$ cat src/rtl/core/cpcr_pkg.sv
// Shared types, constants and helpers for the circle pair collision core.
// No dependencies; imported by every other file of the block.
package cpcr_pkg;

    // 0.001 in Q32.32, the lower clamp of the squared distance
    localparam logic [63:0] MIN_DIST_SQ  = 64'd4294967;
    // 1.0 in Q16.16
    localparam logic [17:0] ONE_Q16      = 18'd65536;
    localparam logic [16:0] BOUNCE_RESET = 17'd32768;

    localparam int SQRT_STEPS = 32;
    localparam int DIV_STEPS  = 17;

    // One classified pair as it waits between the front and the back
    typedef struct packed {
        logic signed [32:0] ox;
        logic signed [32:0] oy;
        logic        [31:0] rs;
        logic        [63:0] d2;
        logic signed [31:0] ax;
        logic signed [31:0] ay;
        logic signed [31:0] bx;
        logic signed [31:0] by;
        logic               hit;
    } cpcr_item_t;

    // Queue status seen by the front and the back
    typedef struct packed {
        logic full;
        logic empty;
    } cpcr_qstat_t;

    function automatic logic signed [31:0] sat32(input logic signed [40:0] v);
        logic signed [31:0] r;
        if (v > 41'sd2147483647)
        begin
            r = 32'sh7fffffff;
        end
        else if (v < -41'sd2147483648)
        begin
            r = 32'sh80000000;
        end
        else
        begin
            r = v[31:0];
        end
        return r;
    endfunction

endpackage

$ cat src/rtl/core/cpcr_queue.sv
// Short flip-flop queue between the front and back of the collision core.
// Depends on cpcr_pkg for the item type.
module cpcr_queue #(
    parameter int DEPTH = 4
) (
    input  logic                  clk,
    input  logic                  rst_n,
    input  logic                  push,
    input  cpcr_pkg::cpcr_item_t  wr_item,
    input  logic                  pop,
    output cpcr_pkg::cpcr_item_t  rd_item,
    output cpcr_pkg::cpcr_qstat_t qstat
);
    import cpcr_pkg::*;

    localparam int PW = (DEPTH > 1) ? $clog2(DEPTH) : 1;
    localparam int CW = $clog2(DEPTH + 1);

    cpcr_item_t    mem_reg [0:DEPTH-1];
    logic [PW-1:0] wr_ptr_reg, rd_ptr_reg;
    logic [CW-1:0] count_reg;
    logic          do_push, do_pop;

    assign qstat.full  = (count_reg == CW'(DEPTH));
    assign qstat.empty = (count_reg == '0);
    assign do_push     = push && !qstat.full;
    assign do_pop      = pop && !qstat.empty;
    assign rd_item     = mem_reg[rd_ptr_reg];

    always_ff @(posedge clk or negedge rst_n)
    begin
        if (!rst_n)
        begin
            wr_ptr_reg <= '0;
            rd_ptr_reg <= '0;
            count_reg  <= '0;
        end
        else
        begin
            if (do_push)
            begin
                wr_ptr_reg <= (wr_ptr_reg == PW'(DEPTH - 1)) ? '0 : wr_ptr_reg + 1'b1;
            end
            if (do_pop)
            begin
                rd_ptr_reg <= (rd_ptr_reg == PW'(DEPTH - 1)) ? '0 : rd_ptr_reg + 1'b1;
            end
            if (do_push && !do_pop)
            begin
                count_reg <= count_reg + 1'b1;
            end
            else if (do_pop && !do_push)
            begin
                count_reg <= count_reg - 1'b1;
            end
        end
    end

    always_ff @(posedge clk)
    begin
        if (do_push)
        begin
            mem_reg[wr_ptr_reg] <= wr_item;
        end
    end

endmodule

$ cat config.mk
export PLATFORM = sky130hd
export DESIGN_NAME = cpcr_queue
export DESIGN_NICKNAME = d
export VERILOG_FILES = /design/src/rtl/core/cpcr_pkg.sv /design/src/rtl/core/cpcr_queue.sv
export SDC_FILE = /design/constraint.sdc
export NUM_CORES = 1
export LEC_CHECK = 0
export BUFFER_PORTS_ARGS = -buffer_cell sky130_fd_sc_hd__buf_2
export CORE_ASPECT_RATIO = 1.25
export CORE_MARGIN = 2
export CORE_UTILIZATION = 25
export CTS_CLUSTER_DIAMETER = 50
export DETAILED_ROUTE_END_ITERATION = 10
export GPL_TIMING_DRIVEN = 0
export PLACE_DENSITY = 0.51
export SYNTH_ARGS = -nofsm -noshare
export SYNTH_HDL_FRONTEND = slang
export SYNTH_SLANG_ARGS = --single-unit
$ cat constraint.sdc
create_clock -name clk -period 16.8 [get_ports clk]
set_input_delay 0.84 -clock clk [delete_from_list [all_inputs] [get_ports clk]]
set_output_delay 0.84 -clock clk [all_outputs]
set_load 0.01 [all_outputs]
==> results.md <==
* Final min period at 3.98 ns
* Mux contribution to synthesized area at 15.5%
* HP Class: input port to flop
* Fmax at 0.251 GHz
* Design area at 0.0533 mm2
* WL per Instance at 21.7 um
* Max-slew headroom at the worst pin at 40.4%
* Setup CP Type: flop to output pin
* Vias in the first global route at 20791
* Instance count of the mapped netlist at 1557
* CTS buffer count at 136
* Total gr overflow at 0
* Simple-Gate Fraction of Synth Area at 0.147%
* TritonCTS clock tree: done
* Initial antenna violation count at 54
* Cell variety after synth at 24
* Origin of the critical flop-to-flop path: count_reg[2]
* Row count at 169
* Clock buffer depth at 3
* DRC at 0
* Layout Nets at 2617
* Synth Area in Adders at 0.223%
* Slew @ Worst Pin at 0.894 ns
* Starting Density at 25.1%
* Filler Cell Count at 16174
* Status: complete, no violations
* CP required at 15.96 ns
* Share of cells above drive strength 1 at 48.1%
* CP endpoint kind: output pin
* Finished Layout Cells at 4655
* Sequential Area at 0.0351 mm2
* Number of slew-limit violations in the final report at 0
* Setup-failing EPs final at 0
* DIE AREA at 0.174 mm2
* Core Util, Final at 31.5%
* Die Wd at 373 um
* Hold wc startpoint: wr_item[239]
* Antenna Nets Post-Route at 0
* Final WL at 101 mm
* Post-route clock period utilization at 23.7%
* Cell taking the most area after synthesis: edfxtp_1
* Synth top area cells: edfxtp_1 (82%), mux4_2 (15%), buf_8 (0.71%)
* Dominant synthesized flop cell: edfxtp_1
* DR iter-0 viols at 1123
* RePlAce Congestion at 0.708
* Crit path max fanout at 10
* DR vias at 19402
* Multi-input logic area at 0.00681 mm2
* Largest register FFs at 1164
* Register area share after synthesis at 82.6%
* Setup total negative slack at 0 ns
* Clock slew at reported path FFs at 0.06 ns
* Number of synthesized flops with an enable pin at 1164
* Number of port buffers at 587
* #FFs+latches synth at 1171
* CP startpoint: rd_ptr_reg[1]
* RSZ-0062 raised after global routing: false
* CTS Sinks at 1171
* Final WS setup at 12.82 ns
* First-pass GRT wire length at 146 mm
* Worst vdd ir at 0.0000976 V
* H-Tree Level Count at 4
* Hold Fails Final Rpt at 0
* Synth-to-layout area growth at 25.3%
* Compound-Gate Fraction of Synth Area at 0.0353%
* Post-Syn Nets at 1859
* I/O pin count at 588
* Final HPWL DP at 68.1 mm
* Max-Cap Viols at 0
* Worst-Skew Late Latency at 0.76 ns
* Synth Cell Area at 0.0425 mm2
* Xor-xnor portion of the synthesized cell area at 0.0618%
* Total GRT Usage at 11.5%
* Synth top area share at 82.2%
* Worst Clk Skew at 0.0230 ns
* Overall power at 9.65 mW
* Largest family of logic cells by synthesized area: multiplexers
* DR pass1 iterations at 4
* Core ar. at 0.169 mm2
* Largest net degree at the start of global routing at 53
* Area after DPL at 0.0491 mm2
* Leakage at 17.7 nW
* Post-synthesis async set-or-reset flop share at 0.598%
* Placed insts at 4399
* Via density at 4.17
* Die H at 465 um
* Total power per unit cell area at 181 mW/mm2
* WHS at 0.276 ns
* Syn_area_per_cell at 27.3 um2
* Crit path DAT at 3.14 ns
* Warnings, synthesis at 0
* DP Worst Slack at 13.42 ns
* CTS root buffer: clkbuf_16
* Startpoint Class: flop
[cells by family after synthesis]
logic type               after synthesis
AO/OA/AOI/OAI                          2
XOR/XNOR                               3
adder cells (fa/ha/maj)                7
buffers and inverters                 68
flip-flops                          1171
multiplexers                         295
AND/OR/NAND/NOR                       11
[worst max-delay path, stage by stage (launching register included)]
cell,delay [ns]
dfrtp_1,0.62
clkbuf_1,0.73
buf_2,0.44
mux4_2,0.39
buf_2,0.19
[timing repair]
item	4_1_cts	5_1_grt
buffers inserted	0	0
hold endpoints to repair	7	0
resized for setup	0	0
hold buffers	1	0
[path summary, 6_finish.rpt]
kind,end,slack (ns),cells after the start
worst min-delay path,mem_reg[0][239],0.28,1
worst min register to register,count_reg[2],0.54,1
max in group asynchronous,count_reg[0],16.13,2
worst max-delay path,rd_item[172],12.82,4
min in group asynchronous,count_reg[1],0.51,2
worst max register to register,mem_reg[1][62],13.84,6
[where the power goes]
group / switching [mW] / total, mW / internal [mW]
clock: 1.19 / 2.76 / 1.57
sequential: 0.108 / 3.95 / 3.84
combinational: 1.66 / 2.94 / 1.28
[synthesized netlist by cell type (all sizes together) (2+ instances only)]
library cell  count
dfrtp             7
mux4            291
nor3              2
nor2              3
inv               3
edfxtp         1164
xor2              2
ha                6
buf              62
clkbuf            3
and2              3
mux2              4
[layer usage]
layer	part of all wire, %	vias to the layer above	wire length [um]	global-route usage [%]
met5	0.48	-	484	0
met4	2.3	76	2340	3.98
met3	13	226	12800	6.47
met2	45	679	45000	17.2
met1	40	10028	40300	13.9
li1	-	8393	-	-
[cells in the final DEF, fill, tap and decap left out, types with 2 or more instances in the layout]
master / netlist / final
and2_4: 0 / 3
clkinv_2: 0 / 6
nor3_1: 2 / 2
inv_16: 0 / 5
buf_8: 20 / 20
clkinv_8: 0 / 6
buf_2: 29 / 616
diode_2: 0 / 13
clkinvlp_4: 0 / 6
buf_6: 9 / 9
clkinv_4: 0 / 2
inv_1: 3 / 3
edfxtp_1: 1164 / 1164
mux2_2: 4 / 4
clkbuf_1: 3 / 40
bufinv_16: 0 / 2
inv_6: 0 / 11
ha_1: 6 / 6
xor2_1: 2 / 2
nor2_1: 3 / 2
buf_16: 0 / 22
clkbuf_16: 0 / 138
mux4_2: 291 / 291
inv_8: 0 / 7
buf_12: 2 / 12
dfrtp_1: 7 / 7
clkinv_1: 0 / 21
[area by class of cell]
type / count / share of cell area [%]
antenna: 13 / 0.0610
buffer: 65 / 1.14
clock buffer: 176 / 6.74
clock inverter: 66 / 1.13
inverter: 3 / 0.0211
multi-input combinational: 318 / 12.8
sequential: 1171 / 65.9
tap: 2223 / 5.22
timing repair buffer: 620 / 7.04
Note: power is estimated with default switching activity, not from simulation.
